File: src/rtl/irs_pkg.sv
// irs_pkg: shared types, constants and helper functions for the image resize engine.
// No dependencies; imported by every module under rtl/.
`default_nettype none
package irs_pkg;

	// Frame store geometry
	localparam int unsigned MAX_WIDTH    = 256;
	localparam int unsigned MAX_HEIGHT   = 256;
	localparam int unsigned MAX_CHANNELS = 4;

	localparam int unsigned COL_W  = $clog2(MAX_WIDTH);
	localparam int unsigned ROW_W  = $clog2(MAX_HEIGHT);
	localparam int unsigned CH_W   = (MAX_CHANNELS > 1) ? $clog2(MAX_CHANNELS) : 1;
	localparam int unsigned ADDR_W = CH_W + ROW_W + COL_W;
	localparam int unsigned STORE_DEPTH = 1 << ADDR_W;

	// Field widths
	localparam int unsigned COORD_W = 12;
	localparam int unsigned CHF_W   = 2;
	localparam int unsigned VAL_W   = 8;
	localparam int unsigned DIM_W   = 9;
	localparam int unsigned CCNT_W  = 3;
	localparam int unsigned SCALE_W = 20;

	// Fixed point
	localparam int unsigned PROD_W = COORD_W + 1 + SCALE_W; // (2*coord+1)*scale
	localparam int unsigned Q_W    = PROD_W + 1;            // position + 1.0 in Q.17
	localparam int unsigned IDX_W  = Q_W - 17;              // integer part of Q.17
	localparam int unsigned FRAC_W = 16;
	localparam int unsigned WGT_W  = 33;                    // Q0.32 weight, up to 1.0
	localparam int unsigned ACC_W  = VAL_W + WGT_W;
	localparam int unsigned HALF_Q17 = 65536;
	localparam int unsigned ONE_Q16  = 65536;
	localparam logic [WGT_W-1:0] WGT_ONE  = WGT_W'(1) << 32;
	localparam logic [ACC_W-1:0] ACC_HALF = ACC_W'(1) << 31;
	localparam logic [ACC_W-1:0] ACC_MAX  = ACC_W'(255) << 32;

	// Queue sizes
	localparam int unsigned CMDQ_DEPTH = 8;
	localparam int unsigned CMDQ_PTR_W = $clog2(CMDQ_DEPTH);
	localparam int unsigned CMDQ_CNT_W = $clog2(CMDQ_DEPTH + 1);
	localparam int unsigned OUTQ_DEPTH = 8;
	localparam int unsigned OUTQ_PTR_W = $clog2(OUTQ_DEPTH);
	localparam int unsigned OUTQ_CNT_W = $clog2(OUTQ_DEPTH + 1);

	// Register map
	localparam int unsigned CFG_IDX_W  = 3;
	localparam int unsigned CFG_DATA_W = SCALE_W;
	localparam logic [CFG_IDX_W-1:0] CFG_SOURCE_WIDTH  = 3'd0;
	localparam logic [CFG_IDX_W-1:0] CFG_SOURCE_HEIGHT = 3'd1;
	localparam logic [CFG_IDX_W-1:0] CFG_CHANNEL_COUNT = 3'd2;
	localparam logic [CFG_IDX_W-1:0] CFG_INTERP_MODE   = 3'd3;
	localparam logic [CFG_IDX_W-1:0] CFG_X_SCALE       = 3'd4;
	localparam logic [CFG_IDX_W-1:0] CFG_Y_SCALE       = 3'd5;

	// Item codes
	localparam logic REQ_LOAD      = 1'b0;
	localparam logic REQ_PIXEL     = 1'b1;
	localparam logic MODE_NEAREST  = 1'b0;
	localparam logic MODE_BILINEAR = 1'b1;

	typedef enum logic [1:0] {
		OP_LOAD,
		OP_NEAR,
		OP_BILIN
	} irs_op_e;

	typedef struct packed {
		logic                 req_type;
		logic [COORD_W-1:0]   pixel_col;
		logic [COORD_W-1:0]   pixel_row;
		logic [CHF_W-1:0]     pixel_channel;
		logic [VAL_W-1:0]     load_value;
	} irs_req_t;

	typedef struct packed {
		logic [VAL_W-1:0]     result_value;
		logic [COORD_W-1:0]   result_col;
		logic [COORD_W-1:0]   result_row;
		logic [CHF_W-1:0]     result_channel;
	} irs_rsp_t;

	typedef struct packed {
		logic [COORD_W-1:0]   col;
		logic [COORD_W-1:0]   row;
		logic [CHF_W-1:0]     ch;
	} irs_tag_t;

	typedef struct packed {
		logic [DIM_W-1:0]     source_width;
		logic [DIM_W-1:0]     source_height;
		logic [CCNT_W-1:0]    channel_count;
		logic                 interp_mode;
		logic [SCALE_W-1:0]   x_scale;
		logic [SCALE_W-1:0]   y_scale;
	} irs_cfg_t;

	typedef struct packed {
		irs_op_e                   op;
		logic [3:0][ADDR_W-1:0]    addr;
		logic [3:0][WGT_W-1:0]     weight;
		logic [VAL_W-1:0]          load_value;
		irs_tag_t                  tag;
	} irs_cmd_t;

	// Effective size minus one: zero counts as one, capped at the store size.
	function automatic logic [IDX_W-1:0] eff_m1(input logic [DIM_W-1:0] v,
			input logic [IDX_W-1:0] maxv);
		logic [IDX_W-1:0] ve;
		ve = IDX_W'(v);
		if (v == '0)
			return '0;
		else if (ve > maxv)
			return maxv - IDX_W'(1);
		else
			return ve - IDX_W'(1);
	endfunction

	function automatic logic [IDX_W-1:0] clamp_idx(input logic [IDX_W-1:0] v,
			input logic [IDX_W-1:0] lim);
		return (v > lim) ? lim : v;
	endfunction

	function automatic logic [ADDR_W-1:0] mk_addr(input logic [IDX_W-1:0] ch,
			input logic [IDX_W-1:0] row, input logic [IDX_W-1:0] col);
		return {ch[CH_W-1:0], row[ROW_W-1:0], col[COL_W-1:0]};
	endfunction

endpackage
`default_nettype wire

File: src/rtl/irs_cmdq.sv
// irs_cmdq: short command queue that decouples the front and back parts.
// Depends on irs_pkg.
`default_nettype none
module irs_cmdq (
	input  wire logic                           clk,
	input  wire logic                           arst_n,
	input  wire logic                           push,
	input  wire irs_pkg::irs_cmd_t              cmd_in,
	input  wire logic                           pop,
	output irs_pkg::irs_cmd_t                   head,
	output logic                                head_valid,
	output logic [irs_pkg::CMDQ_CNT_W-1:0]      count
);
	import irs_pkg::*;

	irs_cmd_t                entry_q [CMDQ_DEPTH];
	logic [CMDQ_PTR_W-1:0]   wr_q, rd_q;
	logic [CMDQ_CNT_W-1:0]   cnt_q;

	always_ff @(posedge clk or negedge arst_n) begin
		if (!arst_n) begin
			wr_q  <= '0;
			rd_q  <= '0;
			cnt_q <= '0;
		end else begin
			if (push)
				wr_q <= (wr_q == CMDQ_PTR_W'(CMDQ_DEPTH - 1)) ? '0 : wr_q + CMDQ_PTR_W'(1);
			if (pop)
				rd_q <= (rd_q == CMDQ_PTR_W'(CMDQ_DEPTH - 1)) ? '0 : rd_q + CMDQ_PTR_W'(1);
			cnt_q <= cnt_q + CMDQ_CNT_W'(push) - CMDQ_CNT_W'(pop);
		end
	end

	always_ff @(posedge clk) begin
		if (push) begin
			entry_q[wr_q] <= cmd_in;
		end
	end

	assign head       = entry_q[rd_q];
	assign head_valid = cnt_q != '0;
	assign count      = cnt_q;

endmodule
`default_nettype wire

File: config.mk
export PLATFORM = sky130hd
export DESIGN_NAME = irs_cmdq
export DESIGN_NICKNAME = d
export VERILOG_FILES = /design/src/rtl/irs_pkg.sv /design/src/rtl/irs_cmdq.sv
export SDC_FILE = /design/constraint.sdc
export NUM_CORES = 2
export LEC_CHECK = 0
export BUFFER_PORTS_ARGS = -buffer_cell sky130_fd_sc_hd__buf_2
export CELL_PAD_IN_SITES_DETAIL_PLACEMENT = 1
export CELL_PAD_IN_SITES_GLOBAL_PLACEMENT = 1
export CORE_ASPECT_RATIO = 0.7
export CORE_MARGIN = 4
export CORE_UTILIZATION = 45
export CTS_CLUSTER_SIZE = 14
export DETAILED_ROUTE_END_ITERATION = 8
export MAX_ROUTING_LAYER = met4
export PLACE_DENSITY = 0.78
export SLEW_MARGIN = 10
export SYNTH_ARGS = -nofsm -noshare
export SYNTH_HDL_FRONTEND = slang
export SYNTH_SLANG_ARGS = --single-unit
File: constraint.sdc
create_clock -name clk -period 21.8 [get_ports clk]
set_input_delay 1.09 -clock clk [delete_from_list [all_inputs] [get_ports clk]]
set_output_delay 1.09 -clock clk [all_outputs]
set_load 0.03 [all_outputs]
# [Word level (Yosys, flattened, before mapping)]
# Memories as Yosys holds them, arrays and structs flattened.
# Index checks and enable logic that the tools add are counted.
[totals] word_cells=15 input_bits=244 out_inout_bits=245 regBits=10 ramBits=1920 n_memories=1
[memory_table] memory="entry_q" depth=8 width=240 read_ports=1 rd_ports_with_merged_regs=0 wr=1 line="irs_cmdq.sv:16" text="irs_cmd_t entry_q [CMDQ_DEPTH];"
[classes] addsub=4 mux=4 reduce_logical=1 n_eq_ne=2
[op_table] operator="3-bit by 1-bit adder with 3-bit output (second input constant)" n=2
[op_table] operator="3-bit equality test (second input constant)" n=2
[op_table] operator="3-bit two-way mux" n=2
[op_table] operator="4-bit by 1-bit adder with 4-bit output" n=1
[op_table] operator="4-bit nonzero test" n=1
[op_table] operator="4-bit by 1-bit subtractor with 4-bit output" n=1
[op_table] operator="1-bit two-way mux" n=2

# [Longest topological paths before layout]
[logic_depth] depth_word=2 mapped_depth=7

# [Worst setup path before layout]
# No wires, ideal clock.
[synth_timing] path_type="in2reg" from="input push" to="memory entry_q[0][0] (netlist name) (enable)" stages=2 path_slack_ps=3336 n_path_buf=0 arrival_ps=17330 setup_ps=1134 path_cell_list="nand2b_1 nor3_1"
[synth_between] elab_chain_len=2
[synth_rtl] item="start: declaration" line="irs_cmdq.sv:7" text="input wire logic push,"
[synth_rtl] item="1-bit two-way mux" line="irs_cmdq.sv:35" text="if (push) begin"
[synth_rtl] item="1-bit two-way mux (implied by the code)" line="irs_cmdq.sv:36" text="entry_q[wr_q] <= cmd_in;"
[synth_rtl] item="end: declaration" line="irs_cmdq.sv:16"
# Every way passes these cells.

==> flow_metrics.tcl <==
set metrics [dict create \
    postCtsSetupBuffers 0 \
    rsz0062_at_grt "no" \
    drv_cap 0 \
    r2r_end "entry_q[1][96]" \
    synthToLayoutAreaGrowth_pct 13.45 \
    rr_worst_depth 5 \
    finalHoldViolCount 0 \
    grt_pass1_wl_mm 252.5 \
    overflow 0 \
    die_h_um 345.6 \
    track_usage 0.2050 \
    r2r_start "wr_q[2]" \
    syn_area_sq_um 73250 \
    p_per_area_nw_per_um2 141.6 \
    clk_pin_slew_ns 0.07 \
    synth_seq_area_share 0.7906 \
    chipWidth_um 490.2 \
    post-dp-hpwl_mm 93.38 \
    setup.worst_path.start_class "flop" \
    gp_congestion 0.7209 \
    drtIter0Drc 3113 \
    syn_area_per_cell_sq_um 21.95 \
    ios 489 \
    wl_per_cell_um 27.05 \
    postRouteAntennaNets 0 \
    drtPass1Iterations 6 \
    ys_warn_count 0 \
    yosysTopAreaCell "edfxtp_1" \
    slowest_stage "dfrtp_4" \
    max_clock_freq_mhz 154.6 \
    insertion_delay_ns 0.80 \
    drive_gt1_frac 0.3160 \
    worst_path_most_repeated_cell "buf_4" \
    wl_mm 168.4 \
    clock-sinks 1930 \
    grt_pass1_vias 38240 \
    final_cell_mix "edfxtp_1, nand2_1, buf_2" \
    via_count 34460 \
    nets 4155 \
    setup_tns_ns 0 \
    fin_crit_sh 0.2967 \
    port_buffers 488 \
    die-area_sq_um 169400 \
    start_util 0.4546 \
    slowest_delay_ns 0.88 \
    ys_top_cells_by_area "edfxtp_1, mux4_2, nand2_1" \
    crit_path_max_fanout 51 \
    ctsHoldBuffers 0 \
    p_leak_nw 27.83 \
    yosys.area.top_type_share 0.7871 \
    final-setup-viol-count 0 \
    relSlewSlack 0.2695 \
    cts_root_buf "clkbuf_16" \
    route.detailed.drc 0 \
    clock_path_buffers 3 \
    r2r_slack_ns 17.79 \
    post_cts_resized 0 \
    hp-class "input port to async pin" \
    layout_commonest_cell "edfxtp_1" \
    cts_tree "done" \
    fin_ws_ns 15.33 \
    status "completed" \
    cts_buffers 177 \
    clock_skew_ns 0.02868 \
    worst_slew_pin_slew_ns 1.096 \
    netlist_instances 3337 \
    critPathKind "flop to output pin" \
    crit_path_end_kind "output pin" \
    peakVddDrop_mv 0.1157 \
    critical_path.cell_chain "buf_4 > buf_4 > buf_4 > mux4_2 > nand2_1 > nand2_1 > buf_2" \
    syn-num-nets 3591 \
    synth_cell_types 25 \
    core.rowCount 123 \
    vias_per_cell 5.537 \
    htreeDepth 4 \
    arrival_ns 5.38 \
    core_area_sq_um 161100 \
    grt_max_degree 119 \
    antenna_found_initial 49 \
    total_power_w 0.01177 \
    crit_required_ns 20.71 \
    ys_ff_latch 1930 \
    maxSlewViolCount 0 \
    fillers 14310 \
    dp_slack_ns 16.00 \
    period_needed_ns 6.467 \
]
## synth_stat cells
| master | n |
|---|---|
| clkbuf_1 | 29 |
| mux2_2 | 4 |
| nor3_1 | 2 |
| buf_8 | 1 |
| edfxtp_1 | 1920 |
| buf_6 | 9 |
| ha_1 | 9 |
| buf_4 | 1 |
| o21ai_0 | 2 |
| dfrtp_1 | 10 |
| buf_2 | 75 |
| a21o_1 | 1 |
| nand3_1 | 1 |
| mux4_2 | 480 |
| buf_1 | 2 |
| fa_1 | 1 |
| a21oi_1 | 1 |
| nand2_1 | 723 |
| xor2_1 | 2 |
| inv_2 | 1 |
| nand2b_1 | 2 |
| inv_1 | 7 |
| nor2_1 | 8 |
| nand3b_1 | 2 |
| buf_12 | 44 |
## state kept, by name (all words and copies together) (netlist names)
name and flops:
entry_q 1920, count 4, rd_q 3, wr_q 3
## stage by stage
stage | hold WS [ns] | util | cells | cell area (sq um)
after detailed placement | 0.5627 | 0.4807 | 5847 | 77450
after global placement | 0.5517 | 0.4807 | 5847 | 77450
final | 0.1514 | 0.5157 | 6224 | 83090
after floorplan | 0.5236 | - | 3337 | 73250
after CTS | 0.06857 | 0.5149 | 6175 | 82970
after global routing | 0.09597 | 0.5156 | 6219 | 83080
## power by group
| group | internal, W | switching [W] | leakage (nW) |
|---|---|---|---|
| combinational | 0.00138 | 0.00261 | 7.60 |
| clock | 0.00163 | 0.00135 | 2.67 |
| sequential | 0.00464 | 0.000159 | 17.6 |
| total | 0.00765 | 0.00411 | 27.8 |
## worst max-delay path by stage
stage,from,to,slack (ns),depth (start not counted)
6_report,rd_q[0],head[192],15.33,7
5_1_grt,rd_q[0],head[100],14.72,7
4_1_cts,rd_q[0],head[89],15.07,7
3_5_place_dp,rd_q[0],head[89],16.00,7
3_3_place_gp,rd_q[0],head[100],16.01,7
2_1_floorplan,push,entry_q[0][0],3.34,2
## logic make-up (layout without fill, tap and decap cells)
group                      after synthesis  count (layout)  synth area share
adders and majority gates               10              10          0.001811
buffers and inverters                  169             882           0.02084
DFF                                   1930            1930            0.7906
muxes                                  484             484            0.1482
and+or+nand+nor                        738             738           0.03804
AOI/OAI and AO/OA                        4               4         0.0003075
other                                    0              49                 0
xor gates and xnor gates                 2               2         0.0002392
## layer usage
metal  GRT usage  up-vias  routed length, um
met4     0.05799        0               4122
met5           -        -                  0
li1            -    14670                  -
met2      0.3302     1115              84730
met1      0.2605    18430              67550
met3     0.05232      251              11990
## area by class of cell
| type | instances | area, sq um | share of cell area |
|---|---|---|---|
| multi-input cells | 1238 | 13870 | 0.1669 |
| inverters | 8 | 37.54 | 0.0004517 |
| clock buffers | 227 | 4627 | 0.05568 |
| flip-flops and latches | 1930 | 57920 | 0.6970 |
| diodes | 49 | 122.6 | 0.001476 |
| clock inverters | 101 | 897.1 | 0.01080 |
| well taps | 2125 | 2659 | 0.03200 |
| repair buffers | 546 | 2965 | 0.03569 |
## worst max-delay path: cells and delay by family, from the launching register on
kind          cells  cell delay, ns
mux               1            0.61
buf+inv           4            2.67
simple gates      2            0.20
flops             1            0.88
Note: power is estimated with default switching activity, not from simulation.
